===== src/hdl/cbcms_pkg.sv =====
// shared types, constants and codes of the cartridge bank controller
package cbcms_pkg;

  // address widths of the physical memories
  localparam int ROM_ADDR_BITS = 21;
  localparam int RAM_ADDR_BITS = 15;

  localparam int MAP_W = 21;
  localparam logic [MAP_W-1:0] ROM_MASK = MAP_W'((64'd1 << ROM_ADDR_BITS) - 64'd1);
  localparam logic [MAP_W-1:0] RAM_MASK = MAP_W'((64'd1 << RAM_ADDR_BITS) - 64'd1);

  // remainder unit: dividend and divisor widths, step counter width
  localparam int DIV_W     = 15;
  localparam int DVSR_W    = 16;
  localparam int DIV_CNT_W = $clog2(DIV_W + 1);

  // low nibble that enables cartridge ram
  localparam logic [3:0] RAM_EN_KEY = 4'hA;

  typedef enum logic [1:0] {
    CFG_ROM_BANK_COUNT = 2'd0,
    CFG_RAM_BYTES      = 2'd1
  } cbcms_cfg_idx_t;

  typedef enum logic [2:0] {
    TGT_UNMAPPED = 3'd0,
    TGT_ROM      = 3'd1,
    TGT_RAM_RD   = 3'd2,
    TGT_RAM_WR   = 3'd3,
    TGT_OPEN_BUS = 3'd4,
    TGT_REG_WR   = 3'd5
  } cbcms_target_t;

  // 8 KiB regions selected by bus_address[15:13]
  typedef enum logic [2:0] {
    RGN_RAM_EN   = 3'd0,
    RGN_BANK_LO  = 3'd1,
    RGN_BANK_HI  = 3'd2,
    RGN_MODE     = 3'd3,
    RGN_VIDEO    = 3'd4,
    RGN_CART_RAM = 3'd5,
    RGN_WORK_RAM = 3'd6,
    RGN_HIGH     = 3'd7
  } cbcms_region_t;

  typedef enum logic [1:0] {
    ST_IDLE,
    ST_DECODE,
    ST_DIVIDE,
    ST_COMMIT
  } cbcms_state_t;

  typedef struct packed {
    logic load;
    logic div_start;
    logic commit;
  } cbcms_cmd_t;

  typedef struct packed {
    logic need_div;
    logic div_done;
    logic out_free;
  } cbcms_status_t;

endpackage


===== src/hdl/cartridge_bank_controller_mode_select.sv =====
// top level of the single-mode-bit cartridge bank controller
// Translates one CPU bus access per item into a ROM or cartridge-RAM byte
// address, an open-bus read, an unmapped read or an absorbed register write,
// and keeps the ram enable, banking mode and the 5+2 bit bank registers.
// An item is taken while the controller is idle and its result lands in an
// output register, so a waiting result does not block the next item. Every
// item passes through capture, decode and commit on its way to the result
// register. Writes to either bank register with a nonzero bank count,
// and mapped RAM accesses in banking mode 1, also go through the shared
// remainder unit, which retires one dividend bit per cycle over 15 bits
// before commit. Config writes are taken every cycle (cfg_ready is
// always high); index 0 is the ROM bank count, index 1 the RAM size in bytes,
// other indexes are ignored. A config write does not re-reduce the current
// bank. There is no clearing pass after reset.
module cartridge_bank_controller_mode_select (
  input  logic                        clk,
  input  logic                        rst_n,
  // access items
  input  logic                        in_valid,
  output logic                        in_ready,
  input  logic                        in_req_type,
  input  logic [15:0]                 in_bus_address,
  input  logic [7:0]                  in_write_data,
  // result items
  output logic                        out_valid,
  input  logic                        out_ready,
  output logic [2:0]                  out_target,
  output logic [cbcms_pkg::MAP_W-1:0] out_mapped_address,
  output logic [7:0]                  out_ram_write_data,
  // configuration writes
  input  logic                        cfg_valid,
  output logic                        cfg_ready,
  input  logic [1:0]                  cfg_index,
  input  logic [15:0]                 cfg_data
);

  cbcms_pkg::cbcms_cmd_t    cmd;
  cbcms_pkg::cbcms_status_t status;

  // config registers are plain flops, never busy
  assign cfg_ready = 1'b1;

  // sequencing: idle, decode, optional remainder wait, commit
  cbcms_ctrl u_ctrl (
    .clk      (clk),
    .rst_n    (rst_n),
    .in_valid (in_valid),
    .in_ready (in_ready),
    .status   (status),
    .cmd      (cmd)
  );

  // registers, decode, remainder unit and result register
  cbcms_dp u_dp (
    .clk                (clk),
    .rst_n              (rst_n),
    .cmd                (cmd),
    .status             (status),
    .in_req_type        (in_req_type),
    .in_bus_address     (in_bus_address),
    .in_write_data      (in_write_data),
    .cfg_valid          (cfg_valid),
    .cfg_index          (cfg_index),
    .cfg_data           (cfg_data),
    .out_valid          (out_valid),
    .out_ready          (out_ready),
    .out_target         (out_target),
    .out_mapped_address (out_mapped_address),
    .out_ram_write_data (out_ram_write_data)
  );

endmodule


===== src/hdl/cbcms_rem.sv =====
// iterative restoring remainder unit, one dividend bit per cycle
module cbcms_rem (
  input  logic                          clk,
  input  logic                          rst_n,
  input  logic                          start,
  input  logic [cbcms_pkg::DIV_W-1:0]   dividend,
  input  logic [cbcms_pkg::DVSR_W-1:0]  divisor,
  output logic                          done,
  output logic [cbcms_pkg::DVSR_W-1:0]  rem
);

  logic                             busy_r, busy_nxt;
  logic                             done_r, done_nxt;
  logic [cbcms_pkg::DIV_CNT_W-1:0]  cnt_r, cnt_nxt;
  logic [cbcms_pkg::DIV_W-1:0]      num_r, num_nxt;
  logic [cbcms_pkg::DVSR_W-1:0]     dvsr_r, dvsr_nxt;
  logic [cbcms_pkg::DVSR_W-1:0]     rem_r, rem_nxt;
  logic [cbcms_pkg::DVSR_W:0]       trial;
  logic [cbcms_pkg::DVSR_W+1:0]     diff;

  assign trial = {rem_r, num_r[cbcms_pkg::DIV_W-1]};
  assign diff  = {1'b0, trial} - {2'b00, dvsr_r};

  always_comb begin
    busy_nxt = busy_r;
    done_nxt = 1'b0;
    cnt_nxt  = cnt_r;
    num_nxt  = num_r;
    dvsr_nxt = dvsr_r;
    rem_nxt  = rem_r;
    if (start) begin
      busy_nxt = 1'b1;
      cnt_nxt  = '0;
      num_nxt  = dividend;
      dvsr_nxt = divisor;
      rem_nxt  = '0;
    end else if (busy_r) begin
      // keep the partial remainder below the divisor
      rem_nxt = diff[cbcms_pkg::DVSR_W+1] ? trial[cbcms_pkg::DVSR_W-1:0]
                                          : diff[cbcms_pkg::DVSR_W-1:0];
      num_nxt = {num_r[cbcms_pkg::DIV_W-2:0], 1'b0};
      cnt_nxt = cnt_r + 1'b1;
      if (cnt_r == cbcms_pkg::DIV_CNT_W'(cbcms_pkg::DIV_W - 1)) begin
        busy_nxt = 1'b0;
        done_nxt = 1'b1;
      end
    end
  end

  always_ff @(posedge clk) begin
    if (!rst_n) begin
      busy_r <= 1'b0;
      done_r <= 1'b0;
      cnt_r  <= '0;
    end else begin
      busy_r <= busy_nxt;
      done_r <= done_nxt;
      cnt_r  <= cnt_nxt;
    end
  end

  always_ff @(posedge clk) begin
    num_r  <= num_nxt;
    dvsr_r <= dvsr_nxt;
    rem_r  <= rem_nxt;
  end

  assign done = done_r;
  assign rem  = rem_r;

endmodule


===== src/hdl/cbcms_ctrl.sv =====
// sequencing state machine of the bank controller
module cbcms_ctrl (
  input  logic                     clk,
  input  logic                     rst_n,
  input  logic                     in_valid,
  output logic                     in_ready,
  input  cbcms_pkg::cbcms_status_t status,
  output cbcms_pkg::cbcms_cmd_t    cmd
);

  cbcms_pkg::cbcms_state_t state_r, state_nxt;

  always_ff @(posedge clk) begin
    if (!rst_n) begin
      state_r <= cbcms_pkg::ST_IDLE;
    end else begin
      state_r <= state_nxt;
    end
  end

  always_comb begin
    state_nxt     = state_r;
    cmd           = '0;
    in_ready      = 1'b0;
    case (state_r)
      cbcms_pkg::ST_IDLE: begin
        in_ready = 1'b1;
        if (in_valid) begin
          cmd.load  = 1'b1;
          state_nxt = cbcms_pkg::ST_DECODE;
        end
      end
      cbcms_pkg::ST_DECODE: begin
        if (status.need_div) begin
          cmd.div_start = 1'b1;
          state_nxt     = cbcms_pkg::ST_DIVIDE;
        end else begin
          state_nxt = cbcms_pkg::ST_COMMIT;
        end
      end
      cbcms_pkg::ST_DIVIDE: begin
        if (status.div_done) begin
          state_nxt = cbcms_pkg::ST_COMMIT;
        end
      end
      cbcms_pkg::ST_COMMIT: begin
        if (status.out_free) begin
          cmd.commit = 1'b1;
          state_nxt  = cbcms_pkg::ST_IDLE;
        end
      end
      default: begin
        state_nxt = cbcms_pkg::ST_IDLE;
      end
    endcase
  end

endmodule


===== src/hdl/cbcms_dp.sv =====
// datapath: config and mapper registers, address decode, result register
module cbcms_dp (
  input  logic                              clk,
  input  logic                              rst_n,
  input  cbcms_pkg::cbcms_cmd_t             cmd,
  output cbcms_pkg::cbcms_status_t          status,
  input  logic                              in_req_type,
  input  logic [15:0]                       in_bus_address,
  input  logic [7:0]                        in_write_data,
  input  logic                              cfg_valid,
  input  logic [1:0]                        cfg_index,
  input  logic [15:0]                       cfg_data,
  output logic                              out_valid,
  input  logic                              out_ready,
  output logic [2:0]                        out_target,
  output logic [cbcms_pkg::MAP_W-1:0]       out_mapped_address,
  output logic [7:0]                        out_ram_write_data
);

  // captured item
  logic        req_write_r;
  logic [15:0] req_addr_r;
  logic [7:0]  req_data_r;

  // configuration
  logic [7:0]  rom_banks_r, rom_banks_nxt;
  logic [15:0] ram_bytes_r, ram_bytes_nxt;

  // mapper state
  logic        ram_en_r, ram_en_nxt;
  logic        mode_r, mode_nxt;
  logic [4:0]  bank_lo_r, bank_lo_nxt;
  logic [1:0]  bank_hi_r, bank_hi_nxt;

  // result register
  logic                          out_valid_r, out_valid_nxt;
  cbcms_pkg::cbcms_target_t      out_tgt_r;
  logic [cbcms_pkg::MAP_W-1:0]   out_map_r;
  logic [7:0]                    out_wd_r;

  cbcms_pkg::cbcms_region_t      rgn;
  logic [12:0]                   off;
  logic                          ram_hit;
  logic                          ram_ok;
  logic                          bank_wr;
  logic                          reduce;
  logic [6:0]                    full_new;
  logic [cbcms_pkg::DIV_W-1:0]   ram_sum;
  logic [cbcms_pkg::DIV_W-1:0]   dividend;
  logic [cbcms_pkg::DVSR_W-1:0]  divisor;
  logic                          div_done;
  logic [cbcms_pkg::DVSR_W-1:0]  rem;
  logic [14:0]                   ram_phys;
  logic [cbcms_pkg::MAP_W-1:0]   ram_map;
  logic [4:0]                    low_eff;
  logic [6:0]                    sel_bank;
  logic [cbcms_pkg::MAP_W-1:0]   rom_map;
  cbcms_pkg::cbcms_target_t      res_tgt;
  logic [cbcms_pkg::MAP_W-1:0]   res_map;
  logic [7:0]                    res_wd;

  // decode of the captured item
  assign rgn      = cbcms_pkg::cbcms_region_t'(req_addr_r[15:13]);
  assign off      = req_addr_r[12:0];
  assign ram_hit  = (rgn == cbcms_pkg::RGN_CART_RAM);
  assign ram_ok   = ram_en_r && ({3'b000, off} < ram_bytes_r);
  assign bank_wr  = req_write_r &&
                    ((rgn == cbcms_pkg::RGN_BANK_LO) || (rgn == cbcms_pkg::RGN_BANK_HI));
  assign reduce   = (rom_banks_r != 8'd0);
  assign full_new = (rgn == cbcms_pkg::RGN_BANK_LO) ? {bank_hi_r, req_data_r[4:0]}
                                                    : {req_data_r[1:0], bank_lo_r};
  assign ram_sum  = {2'b00, off} + {bank_hi_r, 13'd0};

  assign dividend = bank_wr ? {8'd0, full_new} : ram_sum;
  assign divisor  = bank_wr ? {8'd0, rom_banks_r} : ram_bytes_r;

  assign status.need_div = (bank_wr && reduce) || (ram_hit && ram_ok && mode_r);
  assign status.div_done = div_done;
  assign status.out_free = !out_valid_r || out_ready;

  cbcms_rem u_rem (
    .clk      (clk),
    .rst_n    (rst_n),
    .start    (cmd.div_start),
    .dividend (dividend),
    .divisor  (divisor),
    .done     (div_done),
    .rem      (rem)
  );

  // physical addresses
  assign ram_phys = mode_r ? rem[14:0] : {2'b00, off};
  assign ram_map  = {6'd0, ram_phys} & cbcms_pkg::RAM_MASK;
  assign low_eff  = (bank_lo_r == 5'd0) ? 5'd1 : bank_lo_r;
  assign sel_bank = {(mode_r ? 2'b00 : bank_hi_r), low_eff};
  assign rom_map  = req_addr_r[14] ? ({sel_bank, req_addr_r[13:0]} & cbcms_pkg::ROM_MASK)
                                   : {5'd0, req_addr_r};

  always_comb begin
    res_tgt = cbcms_pkg::TGT_UNMAPPED;
    res_map = '0;
    res_wd  = '0;
    if (!req_write_r) begin
      if (!req_addr_r[15]) begin
        res_tgt = cbcms_pkg::TGT_ROM;
        res_map = rom_map;
      end else if (ram_hit) begin
        if (ram_ok) begin
          res_tgt = cbcms_pkg::TGT_RAM_RD;
          res_map = ram_map;
        end else begin
          res_tgt = cbcms_pkg::TGT_OPEN_BUS;
        end
      end
    end else begin
      res_tgt = cbcms_pkg::TGT_REG_WR;
      if (ram_hit && ram_ok) begin
        res_tgt = cbcms_pkg::TGT_RAM_WR;
        res_map = ram_map;
        res_wd  = req_data_r;
      end
    end
  end

  // mapper and config register updates
  always_comb begin
    rom_banks_nxt = rom_banks_r;
    ram_bytes_nxt = ram_bytes_r;
    ram_en_nxt    = ram_en_r;
    mode_nxt      = mode_r;
    bank_lo_nxt   = bank_lo_r;
    bank_hi_nxt   = bank_hi_r;
    if (cfg_valid) begin
      case (cfg_index)
        cbcms_pkg::CFG_ROM_BANK_COUNT: rom_banks_nxt = cfg_data[7:0];
        cbcms_pkg::CFG_RAM_BYTES:      ram_bytes_nxt = cfg_data;
        default: ;
      endcase
    end
    if (cmd.commit && req_write_r) begin
      case (rgn)
        cbcms_pkg::RGN_RAM_EN: begin
          ram_en_nxt = (req_data_r[3:0] == cbcms_pkg::RAM_EN_KEY);
        end
        cbcms_pkg::RGN_BANK_LO, cbcms_pkg::RGN_BANK_HI: begin
          if (reduce) begin
            {bank_hi_nxt, bank_lo_nxt} = rem[6:0];
          end else begin
            {bank_hi_nxt, bank_lo_nxt} = full_new;
          end
        end
        cbcms_pkg::RGN_MODE: begin
          mode_nxt = req_data_r[0];
        end
        default: ;
      endcase
    end
  end

  always_comb begin
    out_valid_nxt = out_valid_r;
    if (cmd.commit) begin
      out_valid_nxt = 1'b1;
    end else if (out_ready) begin
      out_valid_nxt = 1'b0;
    end
  end

  always_ff @(posedge clk) begin
    if (!rst_n) begin
      rom_banks_r <= 8'd2;
      ram_bytes_r <= 16'd0;
      ram_en_r    <= 1'b0;
      mode_r      <= 1'b0;
      bank_lo_r   <= 5'd1;
      bank_hi_r   <= 2'd0;
      out_valid_r <= 1'b0;
    end else begin
      rom_banks_r <= rom_banks_nxt;
      ram_bytes_r <= ram_bytes_nxt;
      ram_en_r    <= ram_en_nxt;
      mode_r      <= mode_nxt;
      bank_lo_r   <= bank_lo_nxt;
      bank_hi_r   <= bank_hi_nxt;
      out_valid_r <= out_valid_nxt;
    end
  end

  always_ff @(posedge clk) begin
    if (cmd.load) begin
      req_write_r <= in_req_type;
      req_addr_r  <= in_bus_address;
      req_data_r  <= in_write_data;
    end
    if (cmd.commit) begin
      out_tgt_r <= res_tgt;
      out_map_r <= res_map;
      out_wd_r  <= res_wd;
    end
  end

  assign out_valid          = out_valid_r;
  assign out_target         = out_tgt_r;
  assign out_mapped_address = out_map_r;
  assign out_ram_write_data = out_wd_r;

endmodule


===== config.mk =====
export PLATFORM = sky130hd
export DESIGN_NAME = cartridge_bank_controller_mode_select
export DESIGN_NICKNAME = d
export VERILOG_FILES = /design/src/hdl/cbcms_pkg.sv /design/src/hdl/cartridge_bank_controller_mode_select.sv /design/src/hdl/cbcms_rem.sv /design/src/hdl/cbcms_ctrl.sv /design/src/hdl/cbcms_dp.sv
export SDC_FILE = /design/constraint.sdc
export NUM_CORES = 1
export LEC_CHECK = 0
export BUFFER_PORTS_ARGS = -buffer_cell sky130_fd_sc_hd__buf_2
export CAP_MARGIN = 20
export CORE_MARGIN = 2
export CORE_UTILIZATION = 40
export DETAILED_ROUTE_END_ITERATION = 7
export PLACE_DENSITY = 0.63
export SLEW_MARGIN = 20
export SYNTH_ARGS = -nofsm -noshare
export SYNTH_HDL_FRONTEND = slang
export SYNTH_HIERARCHICAL = 1
export SYNTH_SLANG_ARGS = --single-unit
export TNS_END_PERCENT = 100

===== constraint.sdc =====
create_clock -name clk -period 9.1 [get_ports clk]
set_input_delay 0.91 -clock clk [delete_from_list [all_inputs] [get_ports clk]]
set_output_delay 0.91 -clock clk [all_outputs]
set_load 0.005 [all_outputs]

==> metrics <==
Comb pwr share 29.2%; Post-Synthesis Cells 723; final antenna-violating net count 0; required time worst endpoint 9.14 ns; Setup Skew approximately 0.0090 ns; worst min-delay path class reg -> reg; DRT Wirelength 19.5 mm; TNS Setup 0 ns; CP endpoint kind flop; Port Buffers 81; layout cells sized above 1 19.9%; Max VDD drop 0.149 mV; row count 50; DRC 0; Syn. warnings 6; Clock power frac around 29%; gpl congestion 0.874; Startpoint Class flop; MaxCap Viol Count 0; first drt pass iteration count 5; cts-stage hold buffer count 0; Area Growth Syn to Fin 14.4%; biggest area consumer among synthesized cells edfxtp_1; CTS sink count roughly 150; chip width 143 microns; I/O pin total 83; final worst-path cycle share about two fifths; CP max FO 15; Fmax 0.275 GHz; most used flip-flop cell after synthesis edfxtp_1; CTS Buffer Depth 2; initial drt markers ~510; Cell variety after synth 74; Net count, final a little under 900; Avg Inst Size Synth 10.6 sq um; post-synthesis cell area between 7000 and 8000 sq um; Vias 5694; Synth Register Bits 146; CTS tree yes; initial antenna violation count 0; first-pass GRT wire length between 30 and 40 mm; Critical Path AT roughly 3.7 ns; core area 18800 sq um; worst relative slew slack between 40% and 50%; Leak Pwr ~3.4 nW; Seq/Total Area, Yosys between 40 and 50%; largest net degree at the start of global routing 41; post-CTS setup buffers 0; CTS clk-pin slew, worst paths about 0.060 ns; Resized Gates After CTS 0; Die Ht 143 microns; vias in the first global route between 5000 and 6000; die area 20400 sq um; status finished clean; clk_lat worst skew between 0.4 and 0.5 ns; internal power 1.45 mW; Layout Utilization 46.9%; grt ovf 0; final hold vios 0; max-slew violation count 0; cell with the most instances after synthesis edfxtp_1; most instantiated cells after synthesis edfxtp_1 (88), nand2_1 (68), dfxtp_1 (58); synthesized net count 806; CTS Buf Count 17; RSZ-0062 raised after global routing false; sequential power share 41.9%; H-tree levels 4; clock root buffer master clkbuf_16; vias per inst 5.49; Worst Tran Pin Value slightly above 0.8 ns; Worst Setup Path Type reg -> reg; P_sw 0.778 mW; post-DP HPWL between 10 and 15 mm; FFs w/ async S/R, synth 0%; Power Density 253 nW/um^2; Sw Share 35.0%; fin crit period 3.63 ns; Area contributors post-synth edfxtp_1 (34%), dfxtp_1 (15%), ha_1 (5.5%); share of the synthesized area in the top cell type 34.4%; initial core utilization 41.0%; Antenna diodes 0; number of synthesized flops with an enable pin 88; gr usage total around a fifth; # setup viols final 0; per-cell routed wire length 18.8 microns
## worst paths after layout
| path | from | end | slack, ns | depth (start not counted) |
|---|---|---|---|---|
| max reg2reg | u_dp/req_addr_r[11] | u_dp/u_rem/num_r[4] | 5.47 | 8 |
| min reg2reg | u_dp/ram_bytes_r[6] | u_dp/ram_bytes_r[6] | 0.47 | 2 |
| max | u_dp/req_addr_r[11] | u_dp/u_rem/num_r[4] | 5.47 | 8 |
| min | u_dp/ram_bytes_r[6] | u_dp/ram_bytes_r[6] | 0.47 | 2 |
## metrics by stage
step / hold WS [ns] / instance area, sq um / setup WS, ns / total power [mW] / cells
global placement: 0.459 / 8240 / 5.33 / 1.58 / 1005
CTS: 0.466 / 8790 / 5.15 / 2.23 / 1037
global route: 0.492 / 8800 / 5.11 / 2.35 / 1037
finish: 0.469 / 8800 / 5.47 / 2.22 / 1037
floorplan: 0.445 / 7690 / 5.85 / 1.38 / 723
detailed placement: 0.462 / 8240 / 5.17 / 1.58 / 1005
## metal layers
metal  GRT usage [%]  routed length [microns]  vias up
met5               0                        0        -
li1                -                        -     2778
met4            5.26                      207        0
met3            6.34                     1650       16
met2            28.7                     8190      193
met1            29.0                     9480     2707
## cells by family after synthesis
logic type      after synthesis  synth area share [%]
simple gates                229                  15.8
flops                       146                  49.5
fa+ha+maj                    35                  5.79
mux                          54                  7.40
xor+xnor                     11                  1.25
compound gates              167                  15.7
other cells                   1                0.0488
buf+inv                      80                  4.52
## layout make-up
cell class,instances,area [sq um]
fill,1762,9970
sequential,146,3800
multi-input combinational,497,3540
timing repair buffer,88,458
clock buffer,19,433
tap,234,293
inverter,40,150
clock inverter,13,114
## layout by cell type, fill, tap and decap left out, types with 7 or more instances in the layout
cell type | synthesis | final
nor2_1 | 32 | 32
a21boi_0 | 15 | 15
nor2b_1 | 14 | 14
nand2_1 | 68 | 68
ha_1 | 34 | 34
nand3_1 | 14 | 14
edfxtp_1 | 88 | 88
buf_4 | 3 | 7
a211oi_1 | 7 | 7
buf_2 | 17 | 81
o211a_1 | 7 | 7
clkbuf_16 | 0 | 17
o211ai_1 | 9 | 9
nand2b_1 | 11 | 11
o21ai_1 | 12 | 12
a21o_1 | 8 | 8
and3b_1 | 9 | 9
dfxtp_1 | 58 | 58
and2_1 | 26 | 26
a21oi_1 | 20 | 20
mux2i_1 | 31 | 31
nor3_1 | 12 | 12
nand4_1 | 10 | 10
o21ai_0 | 30 | 30
mux2_2 | 23 | 23
inv_1 | 40 | 40
a22oi_1 | 13 | 13
## sequential cells by signal, indices dropped and copies added, names as in the netlist, 5 cells and up
| register | count |
|---|---|
| u_dp/req_addr_r | 16 |
| u_dp/req_data_r | 8 |
| u_dp/ram_bytes_r | 16 |
| u_dp/bank_lo_r | 5 |
| u_dp/u_rem/rem | 16 |
| u_dp/out_mapped_address | 21 |
| u_dp/rom_banks_r | 8 |
| u_dp/u_rem/num_r | 15 |
| u_dp/out_ram_write_data | 8 |
| u_dp/u_rem/dvsr_r | 16 |
## critical path, stage by stage, from the launching register on
cell       delay (ns)
edfxtp_1         0.44
ha_1             0.31
and4_1           0.25
o2111ai_1        0.17
a31oi_2          0.63
o22ai_1          0.19
and2_1           0.19
nor2_1           0.54
inv_1            0.53
## power groups by stage
stage,clock network (mW),registers (mW),logic [mW]
final,0.644,0.931,0.649
after global placement,0,0.941,0.634
after global routing,0.687,0.945,0.717
after CTS,0.657,0.930,0.643
after detailed placement,0,0.944,0.638
after floorplan,0,0.887,0.495
No activity file was read; power rests on OpenSTA's default activity.
